==> config.mk <==
export PLATFORM = sky130hd
export DESIGN_NAME = ultrasonic_frame_parser_unit_flat
export DESIGN_NICKNAME = d
export VERILOG_FILES = /design/src/hdl/ufp_pkg.sv /design/src/hdl/ufp_if.sv /design/src/hdl/ufp_apb_regs.sv /design/src/hdl/ufp_parser.sv /design/src/hdl/ultrasonic_frame_parser_unit.sv /design/src/flat_wrapper.sv
export SDC_FILE = /design/constraint.sdc
export NUM_CORES = 1
export LEC_CHECK = 0
export BUFFER_PORTS_ARGS = -buffer_cell sky130_fd_sc_hd__buf_2
export CAP_MARGIN = 30
export CORE_AREA = 5 5 169 155
export DETAILED_ROUTE_END_ITERATION = 7
export DIE_AREA = 0 0 174 160
export PLACE_DENSITY = 0.79
export SLEW_MARGIN = 20
export SYNTH_ARGS = -nofsm -noshare
export SYNTH_HDL_FRONTEND = slang
export SYNTH_SLANG_ARGS = --single-unit
==> constraint.sdc <==
create_clock -name clk -period 8.4 [get_ports clk]
set_clock_uncertainty 0.1 [all_clocks]
set_input_delay 0 -clock clk [delete_from_list [all_inputs] [get_ports clk]]
set_output_delay 0 -clock clk [all_outputs]
set_load 0.1 [all_outputs]
==> src/hdl/ufp_pkg.sv <==
// Shared types and constants for the ultrasonic frame parser.
// No dependencies; the files that use it refer to this package by scoped names.
`timescale 1ns / 1ps

package ufp_pkg;

    // Frame format
    localparam logic [7:0] HEADER_BYTE = 8'hFF;
    localparam logic [3:0] POS_HUNT    = 4'd0;
    localparam logic [3:0] POS_FIRST   = 4'd1;
    localparam logic [3:0] CHECK_POS   = 4'd9;
    localparam int         FRAME_DEPTH = 8;
    localparam int         NUM_DIST    = 4;

    // Item commands
    localparam logic CMD_BYTE = 1'b0;
    localparam logic CMD_TICK = 1'b1;

    // Register widths, reset values and decode
    localparam int          MAX_DIST_WIDTH       = 16;
    localparam int          TIMEOUT_WIDTH        = 24;
    localparam int          TICK_COUNT_WIDTH_DEF = 24;
    localparam int          APB_ADDR_WIDTH       = 3;
    localparam int          APB_DATA_WIDTH       = 32;
    localparam logic [15:0] MAX_DIST_RESET       = 16'd1500;
    localparam logic [23:0] TIMEOUT_RESET        = 24'd300;
    localparam logic        REG_MAX_DIST         = 1'b0;
    localparam logic        REG_TIMEOUT          = 1'b1;

    // Configuration values handed from the register block to the parser
    typedef struct packed {
        logic [MAX_DIST_WIDTH-1:0] max_distance_mm;
        logic [TIMEOUT_WIDTH-1:0]  timeout_ticks;
    } cfg_t;

endpackage

==> src/hdl/ufp_if.sv <==
// Channel interfaces: input items (byte or tick) and distance reports.
// Depends on nothing; payload widths are fixed by the frame format.
`timescale 1ns / 1ps

interface ufp_item_if;
    logic       valid;
    logic       ready;
    logic       cmd;
    logic [7:0] rx_byte;

    modport source (output valid, output cmd, output rx_byte, input ready);
    modport sink   (input valid, input cmd, input rx_byte, output ready);
endinterface

interface ufp_report_if;
    logic        valid;
    logic        ready;
    logic [15:0] dist_a;
    logic [15:0] dist_b;
    logic [15:0] dist_c;
    logic [15:0] dist_d;
    logic        timed_out;

    modport source (output valid, output dist_a, output dist_b, output dist_c,
                    output dist_d, output timed_out, input ready);
    modport sink   (input valid, input dist_a, input dist_b, input dist_c,
                    input dist_d, input timed_out, output ready);
endinterface

==> src/hdl/ufp_apb_regs.sv <==
// APB configuration registers: distance limit and timeout in ticks.
// Depends on ufp_pkg.
`timescale 1ns / 1ps

module ufp_apb_regs (
    input  logic                                 clk,
    input  logic                                 rst_n,
    input  logic                                 psel,
    input  logic                                 penable,
    input  logic                                 pwrite,
    input  logic [ufp_pkg::APB_ADDR_WIDTH-1:0]   paddr,
    input  logic [ufp_pkg::APB_DATA_WIDTH-1:0]   pwdata,
    output logic [ufp_pkg::APB_DATA_WIDTH-1:0]   prdata,
    output logic                                 pready,
    output ufp_pkg::cfg_t                        cfg
);

    logic [ufp_pkg::MAX_DIST_WIDTH-1:0] max_dist_reg;
    logic [ufp_pkg::TIMEOUT_WIDTH-1:0]  timeout_reg;
    logic                               wr_en;
    logic                               reg_idx;

    // Registers sit at byte addresses 0 and 4; the word index is the top address bit.
    assign reg_idx = paddr[ufp_pkg::APB_ADDR_WIDTH-1];
    assign wr_en   = psel && penable && pwrite;
    assign pready  = 1'b1;

    // Register write
    always_ff @(posedge clk or negedge rst_n)
    begin
        if (!rst_n)
        begin
            max_dist_reg <= ufp_pkg::MAX_DIST_RESET;
            timeout_reg  <= ufp_pkg::TIMEOUT_RESET;
        end
        else if (wr_en)
        begin
            case (reg_idx)
                ufp_pkg::REG_MAX_DIST:
                    max_dist_reg <= pwdata[ufp_pkg::MAX_DIST_WIDTH-1:0];
                ufp_pkg::REG_TIMEOUT:
                    timeout_reg <= pwdata[ufp_pkg::TIMEOUT_WIDTH-1:0];
                default:
                    max_dist_reg <= max_dist_reg;
            endcase
        end
    end

    // Read back, zero-extended to the bus width
    always_comb
    begin
        case (reg_idx)
            ufp_pkg::REG_MAX_DIST:
                prdata = ufp_pkg::APB_DATA_WIDTH'(max_dist_reg);
            ufp_pkg::REG_TIMEOUT:
                prdata = ufp_pkg::APB_DATA_WIDTH'(timeout_reg);
            default:
                prdata = '0;
        endcase
    end

    assign cfg.max_distance_mm = max_dist_reg;
    assign cfg.timeout_ticks   = timeout_reg;

endmodule

==> src/hdl/ufp_parser.sv <==
// Frame hunter, checksum check, idle tick counter and the report register.
// Depends on ufp_pkg and the channel interfaces in ufp_if.sv.
`timescale 1ns / 1ps

module ufp_parser #(
    parameter int TICK_COUNT_WIDTH = ufp_pkg::TICK_COUNT_WIDTH_DEF
) (
    input  logic                 clk,
    input  logic                 rst_n,
    input  ufp_pkg::cfg_t        cfg,
    ufp_item_if.sink             item,
    ufp_report_if.source         report
);

    localparam int CmpWidth = (TICK_COUNT_WIDTH > ufp_pkg::TIMEOUT_WIDTH) ?
                              TICK_COUNT_WIDTH : ufp_pkg::TIMEOUT_WIDTH;
    localparam logic [TICK_COUNT_WIDTH-1:0] TickMax = '1;
    localparam int FrameIdxWidth = $clog2(ufp_pkg::FRAME_DEPTH);

    // Control and stored state
    logic [3:0]                  pos_reg,   pos_next;
    logic [7:0]                  sum_reg,   sum_next;
    logic [TICK_COUNT_WIDTH-1:0] idle_reg,  idle_next;
    logic [7:0]                  frame_reg  [ufp_pkg::FRAME_DEPTH];
    logic [7:0]                  frame_next [ufp_pkg::FRAME_DEPTH];
    logic [15:0]                 last_reg   [ufp_pkg::NUM_DIST];
    logic [15:0]                 last_next  [ufp_pkg::NUM_DIST];

    // Report register
    logic                        out_valid_reg, out_valid_next;
    logic [15:0]                 out_dist_reg  [ufp_pkg::NUM_DIST];
    logic [15:0]                 out_dist_next [ufp_pkg::NUM_DIST];
    logic                        out_timed_reg, out_timed_next;

    logic                        accept;
    logic [TICK_COUNT_WIDTH-1:0] idle_inc;
    logic                        timeout_hit;
    logic                        sum_ok;
    logic [15:0]                 fresh_dist [ufp_pkg::NUM_DIST];

    // A new beat is taken whenever the report register is empty or being drained.
    assign item.ready = !out_valid_reg || report.ready;
    assign accept     = item.valid && item.ready;

    // Saturating tick count and timeout compare
    assign idle_inc    = (idle_reg == TickMax) ? idle_reg
                                               : idle_reg + TICK_COUNT_WIDTH'(1);
    assign timeout_hit = CmpWidth'(idle_inc) >= CmpWidth'(cfg.timeout_ticks);
    assign sum_ok      = (pos_reg == ufp_pkg::CHECK_POS) && (item.rx_byte == sum_reg);

    // Big-endian distances from the frame store; any above the limit read as zero
    always_comb
    begin
        logic [15:0] raw;
        for (int i = 0; i < ufp_pkg::NUM_DIST; i++)
        begin
            raw = {frame_reg[2*i], frame_reg[2*i+1]};
            fresh_dist[i] = (raw > cfg.max_distance_mm) ? 16'd0 : raw;
        end
    end

    // Next-state logic for one accepted beat
    always_comb
    begin
        pos_next       = pos_reg;
        sum_next       = sum_reg;
        idle_next      = idle_reg;
        frame_next     = frame_reg;
        last_next      = last_reg;
        out_valid_next = out_valid_reg && !report.ready;
        out_dist_next  = out_dist_reg;
        out_timed_next = out_timed_reg;

        if (accept)
        begin
            case (item.cmd)
                ufp_pkg::CMD_TICK:
                begin
                    idle_next = idle_inc;
                    if (timeout_hit)
                    begin
                        out_valid_next = 1'b1;
                        out_dist_next  = last_reg;
                        out_timed_next = 1'b1;
                    end
                end
                ufp_pkg::CMD_BYTE:
                begin
                    if (pos_reg == ufp_pkg::POS_HUNT)
                    begin
                        if (item.rx_byte == ufp_pkg::HEADER_BYTE)
                        begin
                            sum_next = item.rx_byte;
                            pos_next = ufp_pkg::POS_FIRST;
                        end
                    end
                    else if (pos_reg < ufp_pkg::CHECK_POS)
                    begin
                        frame_next[FrameIdxWidth'(pos_reg - ufp_pkg::POS_FIRST)] =
                            item.rx_byte;
                        sum_next = sum_reg + item.rx_byte;
                        pos_next = pos_reg + 4'd1;
                    end
                    else
                    begin
                        // Checksum byte ends the frame either way.
                        pos_next = ufp_pkg::POS_HUNT;
                        sum_next = 8'd0;
                        if (sum_ok)
                        begin
                            last_next      = fresh_dist;
                            idle_next      = '0;
                            out_valid_next = 1'b1;
                            out_dist_next  = fresh_dist;
                            out_timed_next = 1'b0;
                        end
                    end
                end
                default:
                begin
                    pos_next = pos_reg;
                end
            endcase
        end
    end

    // Control state and stored distances
    always_ff @(posedge clk or negedge rst_n)
    begin
        if (!rst_n)
        begin
            pos_reg       <= ufp_pkg::POS_HUNT;
            sum_reg       <= 8'd0;
            idle_reg      <= '0;
            out_valid_reg <= 1'b0;
            for (int i = 0; i < ufp_pkg::NUM_DIST; i++)
            begin
                last_reg[i] <= 16'd0;
            end
        end
        else
        begin
            pos_reg       <= pos_next;
            sum_reg       <= sum_next;
            idle_reg      <= idle_next;
            out_valid_reg <= out_valid_next;
            last_reg      <= last_next;
        end
    end

    // Payload storage: frame bytes and report fields
    always_ff @(posedge clk)
    begin
        frame_reg     <= frame_next;
        out_dist_reg  <= out_dist_next;
        out_timed_reg <= out_timed_next;
    end

    assign report.valid     = out_valid_reg;
    assign report.dist_a    = out_dist_reg[0];
    assign report.dist_b    = out_dist_reg[1];
    assign report.dist_c    = out_dist_reg[2];
    assign report.dist_d    = out_dist_reg[3];
    assign report.timed_out = out_timed_reg;

    // The frame position never runs past the checksum byte.
    a_pos_range: assert property (@(posedge clk) disable iff (!rst_n)
        pos_reg <= ufp_pkg::CHECK_POS)
        else $error("frame position out of range");

    // Input stalls only while a report waits on a stalled output.
    a_ready_cause: assert property (@(posedge clk) disable iff (!rst_n)
        !item.ready |-> (out_valid_reg && !report.ready))
        else $error("input stalled without a pending report");

    // A matching checksum yields a fresh report and clears the tick count.
    a_good_frame: assert property (@(posedge clk) disable iff (!rst_n)
        (accept && item.cmd == ufp_pkg::CMD_BYTE && sum_ok)
        |=> (report.valid && !report.timed_out && idle_reg == '0))
        else $error("good frame not reported");

    // A header while hunting opens a frame with the header in the sum.
    a_header: assert property (@(posedge clk) disable iff (!rst_n)
        (accept && item.cmd == ufp_pkg::CMD_BYTE && pos_reg == ufp_pkg::POS_HUNT &&
         item.rx_byte == ufp_pkg::HEADER_BYTE)
        |=> (pos_reg == ufp_pkg::POS_FIRST && sum_reg == ufp_pkg::HEADER_BYTE))
        else $error("header did not open a frame");

    // Ticks count up by one until the counter is full.
    a_tick_count: assert property (@(posedge clk) disable iff (!rst_n)
        (accept && item.cmd == ufp_pkg::CMD_TICK && idle_reg != TickMax)
        |=> (idle_reg == $past(idle_reg) + TICK_COUNT_WIDTH'(1)))
        else $error("tick count did not advance");

endmodule

==> src/hdl/ultrasonic_frame_parser_unit.sv <==
// Top level of the ultrasonic frame parser: APB registers plus the parser core.
// Depends on ufp_pkg, ufp_if.sv, ufp_apb_regs and ufp_parser.
`timescale 1ns / 1ps

// Channel   Role    Beat contents
// -------   -----   ---------------------------------------------------
// item      sink    cmd (byte or tick), rx_byte
// report    source  dist_a, dist_b, dist_c, dist_d, timed_out
// apb       slave   max_distance_mm at 0x0, timeout_ticks at 0x4
//
// One item is taken per cycle while item.ready is high; a report appears in the cycle after the beat
// that causes it, held in a single output register.
// An item is refused only while that register holds a report and report.ready is low.
// rst_n clears the frame position, checksum, tick count and stored distances;
// the limits return to 1500 mm and 300 ticks. No clearing pass is needed.

module ultrasonic_frame_parser_unit #(
    parameter int TICK_COUNT_WIDTH = ufp_pkg::TICK_COUNT_WIDTH_DEF
) (
    input  logic                               clk,
    input  logic                               rst_n,
    input  logic                               psel,
    input  logic                               penable,
    input  logic                               pwrite,
    input  logic [ufp_pkg::APB_ADDR_WIDTH-1:0] paddr,
    input  logic [ufp_pkg::APB_DATA_WIDTH-1:0] pwdata,
    output logic [ufp_pkg::APB_DATA_WIDTH-1:0] prdata,
    output logic                               pready,
    ufp_item_if.sink                           item,
    ufp_report_if.source                       report
);

    ufp_pkg::cfg_t cfg;

    // Configuration registers
    ufp_apb_regs u_regs (
        .clk     (clk),
        .rst_n   (rst_n),
        .psel    (psel),
        .penable (penable),
        .pwrite  (pwrite),
        .paddr   (paddr),
        .pwdata  (pwdata),
        .prdata  (prdata),
        .pready  (pready),
        .cfg     (cfg)
    );

    // Frame parsing and reporting
    ufp_parser #(
        .TICK_COUNT_WIDTH (TICK_COUNT_WIDTH)
    ) u_parser (
        .clk    (clk),
        .rst_n  (rst_n),
        .cfg    (cfg),
        .item   (item),
        .report (report)
    );

endmodule

==> src/flat_wrapper.sv <==
// flat-port wrapper written by rule: the top's interface ports become plain ports
module ultrasonic_frame_parser_unit_flat 
#(
    parameter int TICK_COUNT_WIDTH = ufp_pkg::TICK_COUNT_WIDTH_DEF
)
  (clk, rst_n, psel, penable, pwrite, paddr, pwdata, prdata, pready, item_valid, item_cmd, item_rx_byte, item_ready, report_valid, report_dist_a, report_dist_b, report_dist_c, report_dist_d, report_timed_out, report_ready);
  ufp_item_if item_i ();
  ufp_report_if report_i ();
  input  logic clk;
  input  logic rst_n;
  input  logic psel;
  input  logic penable;
  input  logic pwrite;
  input  logic [ufp_pkg::APB_ADDR_WIDTH-1:0] paddr;
  input  logic [ufp_pkg::APB_DATA_WIDTH-1:0] pwdata;
  output logic [ufp_pkg::APB_DATA_WIDTH-1:0] prdata;
  output logic pready;
  input wire logic [$bits(item_i.valid)-1:0] item_valid;
  input wire logic [$bits(item_i.cmd)-1:0] item_cmd;
  input wire logic [$bits(item_i.rx_byte)-1:0] item_rx_byte;
  output wire logic [$bits(item_i.ready)-1:0] item_ready;
  output wire logic [$bits(report_i.valid)-1:0] report_valid;
  output wire logic [$bits(report_i.dist_a)-1:0] report_dist_a;
  output wire logic [$bits(report_i.dist_b)-1:0] report_dist_b;
  output wire logic [$bits(report_i.dist_c)-1:0] report_dist_c;
  output wire logic [$bits(report_i.dist_d)-1:0] report_dist_d;
  output wire logic [$bits(report_i.timed_out)-1:0] report_timed_out;
  input wire logic [$bits(report_i.ready)-1:0] report_ready;
  assign item_i.valid = item_valid;
  assign item_i.cmd = item_cmd;
  assign item_i.rx_byte = item_rx_byte;
  assign item_ready = item_i.ready;
  assign report_valid = report_i.valid;
  assign report_dist_a = report_i.dist_a;
  assign report_dist_b = report_i.dist_b;
  assign report_dist_c = report_i.dist_c;
  assign report_dist_d = report_i.dist_d;
  assign report_timed_out = report_i.timed_out;
  assign report_i.ready = report_ready;
  ultrasonic_frame_parser_unit #(.TICK_COUNT_WIDTH(TICK_COUNT_WIDTH)) u_core (.clk(clk), .rst_n(rst_n), .psel(psel), .penable(penable), .pwrite(pwrite), .paddr(paddr), .pwdata(pwdata), .prdata(prdata), .pready(pready), .item(item_i), .report(report_i));
endmodule
* Yosys cells after proc, flatten, opt, wreduce, memory -nomap -nowiden
Cells that the tools add are included.
** Cells by class
- Muxes and demuxes :: 35
- Reduce and logical (&&, ||, !) cells :: 17
- $lt $le $gt $ge :: 8
- Bitwise gates (word level) :: 5
- Add/sub/neg operators :: 4
- Equality and inequality tests :: 9
** Operator list (number)
- $mux 64 :: 4
- $pmux 64 s2 :: 1
- $mux 24 :: 4
- $bwmux 64 :: 1
- $gt 16x16->1 :: 4
- $mux 16 :: 4
- $pmux 32 s2 :: 1
- $pmux 24 s2 :: 1
- $mux 8 :: 4
- $add 24x1->24 const B :: 1
- $demux 8 s3 :: 1
- $eq 24x24->1 const B :: 1
- $ge 24x24->1 :: 1
- $mux 4 :: 3
- $reduce_and 5->1 :: 2
- $mux 1 :: 9
- $add 8x8->8 :: 1
- $eq 8x8->1 :: 1
- $eq 8x8->1 const B :: 1
- $reduce_and 4->1 :: 2
- $logic_and 1x1->1 :: 6
- $ne 2x2->1 const B :: 3
- $add 4x1->4 const B :: 1
- $eq 4x4->1 const B :: 1
- other kinds (13) :: 20
** Storage, ports and cells
- Input bits :: 51
- Logic and storage cells :: 101
- Register bits :: 270
- Output and inout port bits :: 100

* Depth between registers and ports, before layout
- Word-level depth :: 7
- Gate-level depth with buffers :: 15

* Modules after synthesis
From an unflattened synthesis, not the netlist that was laid out.
** Unflattened totals
- Cell total of the unflattened synthesis :: 1173
- Area, all modules :: 14086.0 um2
** Modules (own cells, without submodules)
- ufp_parser :: cells each 1050, times used 1, area each 12179.2 um2, seq. area each 6401.1 um2
- ufp_apb_regs :: cells each 123, times used 1, area each 1906.8 um2, seq. area each 1014.7 um2

* Least setup slack after synthesis
Ideal clock, no wire load.
- Kind :: reg-to-reg
- From :: reg u_core.u_parser.idle_reg[0]
- To :: reg u_core.u_parser.out_dist_reg, in the netlist u_core.u_parser.report.dist_a[0], enable pin
- Slack :: 1.955 ns
- Setup time :: 0.512 ns
- Data arrival time :: 5.833 ns
- Stages on the path, launching flop included :: 15
- Buffers on the path :: 2
- Required time :: 7.788 ns
- Clock period less this slack :: 6.445 ns
- Cells stage by stage :: dfrtp_1 ha_1 buf_2 and3_1 and3_1 and3_1 buf_2 nor3_1 xor2_1 ha_1 and4_1 nand2_1 o21ai_0 a211oi_1 o22ai_1
** Between the ends
- Word-level cells in the longest chain between the ends :: 5
- Elaborated cells on any way between the ends :: 6
- Classes of those cells :: add/sub (1); order compare (1); eq/ne (2); mux (1); reduce/logical (1)
** Ends and longest elaborated chain
- start, declared :: line ufp_parser.sv:23 : logic [TICK_COUNT_WIDTH-1:0] idle_reg, idle_next;
- start signal, assigned :: line ufp_parser.sv:145 : idle_reg <= idle_next;
- $add 24x1->24 or $eq 24x24->1 (tied branches) :: line ufp_parser.sv:47, ufp_parser.sv:46
- $mux 24 * :: line ufp_parser.sv:46 : assign idle_inc = (idle_reg == TickMax) ? idle_reg
- $ge 24x24->1 * :: line ufp_parser.sv:48 : assign timeout_hit = CmpWidth'(idle_inc) >= CmpWidth'(cfg.timeout_ticks);
- $ne 2x1->1 (no line) *
- $reduce_and 5->1 (no line) *
- end signal, assigned :: line ufp_parser.sv:155 : out_dist_reg <= out_dist_next;
- end, declared :: line ufp_parser.sv:31 : logic [15:0] out_dist_reg [ufp_pkg::NUM_DIST];
Every way passes the cells marked *; elsewhere a longest branch is shown, timed or not.
A chain may end at the register's enable or synchronous reset.

* Final worst setup path
- From :: reg u_core.u_parser.idle_reg[0]
- To :: reg u_core.u_parser.out_dist_reg, in the netlist u_core.u_parser.report.dist_c[0], enable pin
Same word-level chain as after synthesis.

==> impl_metrics.json <==
{
  "power.density_nw_per_um2": 241,
  "cts_tree": "built",
  "fmax_mhz": 212,
  "dpl-instance-area_sq_um": 14900,
  "worst_hold_slack_ps": 25.4,
  "path_max_fanout": 38,
  "dr.pass1.iters": 5,
  "routed_via_density": 5.94,
  "die_h_um": 160,
  "fin_tns_setup_ps": 0,
  "nNetsFinal": 1515,
  "holdPathEnd": "u_core.u_parser.idle_reg[9]$_DFFE_PN0P_",
  "cts.sinks": 270,
  "cp_cell_sequence": "ha_1 -> and3_1 -> and3_1 -> nand3_1 -> nand3_1 -> xnor2_1 -> ha_1 -> a21o_1 -> a221oi_1 -> o21ai_0 -> a211oi_1 -> o22ai_4 -> buf_4",
  "synth-seq-cells": 270,
  "dieArea_sq_um": 27800,
  "synth.top_cell.area_share_pct": 27.7,
  "hold_start": "item_valid",
  "ant_nets": 0,
  "grt_max_degree": 73,
  "gp_congestion": 0.895,
  "fin_crit_sh_pct": 56.2,
  "cts_made_buffers": 28,
  "clk_pin_slew_ps": 60,
  "final_cell_mix": "nor2_1 (158), buf_2 (131), dfrtp_1 (130), edfxtp_1 (129), mux2i_1 (125)",
  "r2r_slack_ps": 3680,
  "setup_viol": 0,
  "core.rowCount": 54,
  "worst-path-stages": 13,
  "grtUsageMet3_pct": 3.74,
  "yosysWarnings": 0,
  "yosysTopAreaCell": "edfxtp_1",
  "r2r_start": "u_core.u_parser.idle_reg[0]$_DFFE_PN0P_",
  "slowest_delay_ps": 520,
  "grt_pass1_vias": 10092,
  "gr-usage-met2_pct": 39.5,
  "hp-class": "primary input to flop",
  "async_flop_share_pct": 52.2,
  "drive_gt1_share_pct": 18.8,
  "max-slew-margin-rel_pct": 42.5,
  "drv_cap": 0,
  "drt_iter0_drc": 795,
  "min_path_cells": 4,
  "clockBufferDepth": 3,
  "endpoint_kind": "flop",
  "r2r_cells": 13,
  "final_common_cell": "nor2_1",
  "antenna_found_initial": 2,
  "drv_slew": 0,
  "core-area_sq_um": 24100,
  "wl_per_cell_um": 20.0,
  "fin_area_sq_um": 16200,
  "grt_util_all_layers_pct": 24.1,
  "dieWidth_um": 174,
  "path_class": "flop to flop",
  "worstPathRequired_ps": 8540,
  "status": "complete, no violations",
  "min_period_ps": 4720,
  "ctsHoldBuffers": 39,
  "ir_drop_mv": 0.262,
  "rsz0062_at_grt": "false",
  "synth_edf_count": 129,
  "cp_data_arrival_time_ps": 4860,
  "path_delay_family": "compound AO/OA/AOI/OAI gates",
  "port_buffers": 131,
  "reg2reg_to": "u_core.u_parser.report.dist_c[0]$_DFFE_PP_",
  "synth.avg_cell_area_sq_um": 11.7,
  "netlist_top_cells_area": "edfxtp_1 (28%), dfrtp_1 (23%), mux2i_1 (8.9%), ha_1 (8.8%), nor2_1 (4.2%)",
  "dp_hpwl_um": 22800,
  "synth_cell_types": 62,
  "fillers": 1750,
  "crit_slowest_cell": "a211oi_1",
  "syn_area_sq_um": 14000,
  "vias": 10070,
  "postCtsSetupRepairBufs": 0,
  "route.detailed.drc": 0,
  "worstSkewPairLatency_ps": 540,
  "worst_pin_slew_ps": 854,
  "final-hold-violation-count": 0,
  "synth_ff_type": "dfrtp_1",
  "grt-ovfl-total": 0,
  "p_leak_nw": 7.25,
  "ys_seq_area_share_pct": 53.0,
  "busiest_layer": "met2",
  "synthCells": 1201,
  "start_kind": "flop",
  "power_mw": 3.91,
  "crit_buf_inv": 1,
  "grt_pass1_wl_um": 54300,
  "synthToLayoutAreaGrowth_pct": 15.9,
  "root_buffer": "clkbuf_16",
  "start_util_pct": 58.2,
  "num_io_pins": 151,
  "h-tree-depth": 1,
  "cts_resized": 0,
  "wirelength_um": 34000,
  "grt_util_met1_pct": 33.4
}
power by group:
group / internal [mW] / leakage, nW / switching (mW)
Clock: 0.643 / 0.407 / 0.499
Sequential: 1.53 / 3.03 / 0.101
Combinational: 0.354 / 3.82 / 0.781
Total: 2.52 / 7.25 / 1.38
synth_stat cells (all sizes together) (10+ instances only):
cell      n
nand3    19
mux2     41
nand2    65
dfstp    11
nand4    25
and3     14
mux2i   125
xnor2    20
a21o     19
dfrtp   130
buf      41
nor3     10
a21oi    53
a211oi   13
ha       99
a31oi    17
clkbuf   20
and2     11
o21ai    42
inv      52
xor2     12
nor2    158
edfxtp  129
cell families (layout without fill, tap and decap cells):
kind of cell,Yosys count,in the layout,synth area share (%)
other,2,10,0.0536
buffers and inverters,113,291,3.72
and+or+nand+nor,335,335,11.4
muxes,166,166,12.2
AOI/OAI and AO/OA,182,182,8.56
DFF,270,270,53.0
xor gates and xnor gates,32,32,2.00
adders and majority gates,101,101,9.06
layer usage:
metal	up-vias	routed length, um
met5	-	13
met4	2	1130
met3	80	2370
met2	399	16000
met1	4915	14500
li1	4674	-
cell type report:
type / instances / area [sq um] / area share, %
inverters: 52 / 195 / 1.20
flip-flops and latches: 270 / 7420 / 45.7
clock inverters: 10 / 52.6 / 0.324
diodes: 1 / 2.50 / 0.0154
multi-input cells: 825 / 6140 / 37.8
repair buffers: 187 / 1250 / 7.73
well taps: 308 / 385 / 2.37
clock buffers: 42 / 785 / 4.83
metrics by stage:
step	cells	utilization (%)	worst slack (ps)
finish	1695	67.5	3680
global route	1695	67.5	3320
CTS	1690	67.2	3720
detailed placement	1599	62.1	3730
global placement	1592	61.6	3540
floorplan	1208	-	1960
worst reg2reg max path: stages, from the launching register on:
cell and delay (ps):
dfrtp_1 440, ha_1 480, and3_1 260, and3_1 260
nand3_1 400, nand3_1 290, xnor2_1 160, ha_1 280
a21o_1 180, a221oi_1 280, o21ai_0 130, a211oi_1 520
o22ai_4 280, buf_4 350
how the worst max path moves through the flow:
stage / to / slack, ps / startpoint
global placement: u_core.u_parser.report.dist_b[1]$_DFFE_PP_ / 3540 / u_core.u_parser.idle_reg[0]$_DFFE_PN0P_
CTS: u_core.u_parser.report.dist_c[0]$_DFFE_PP_ / 3720 / u_core.u_parser.idle_reg[0]$_DFFE_PN0P_
finish: u_core.u_parser.report.dist_c[0]$_DFFE_PP_ / 3680 / u_core.u_parser.idle_reg[0]$_DFFE_PN0P_
detailed placement: u_core.u_parser.report.dist_b[1]$_DFFE_PP_ / 3730 / u_core.u_parser.idle_reg[0]$_DFFE_PN0P_
floorplan: u_core.u_parser.report.dist_a[0]$_DFFE_PP_ / 1960 / u_core.u_parser.idle_reg[0]$_DFFE_PN0P_
global route: u_core.u_parser.report.dist_c[0]$_DFFE_PP_ / 3320 / u_core.u_parser.idle_reg[0]$_DFFE_PN0P_
No activity file was read; power rests on OpenSTA's default activity.
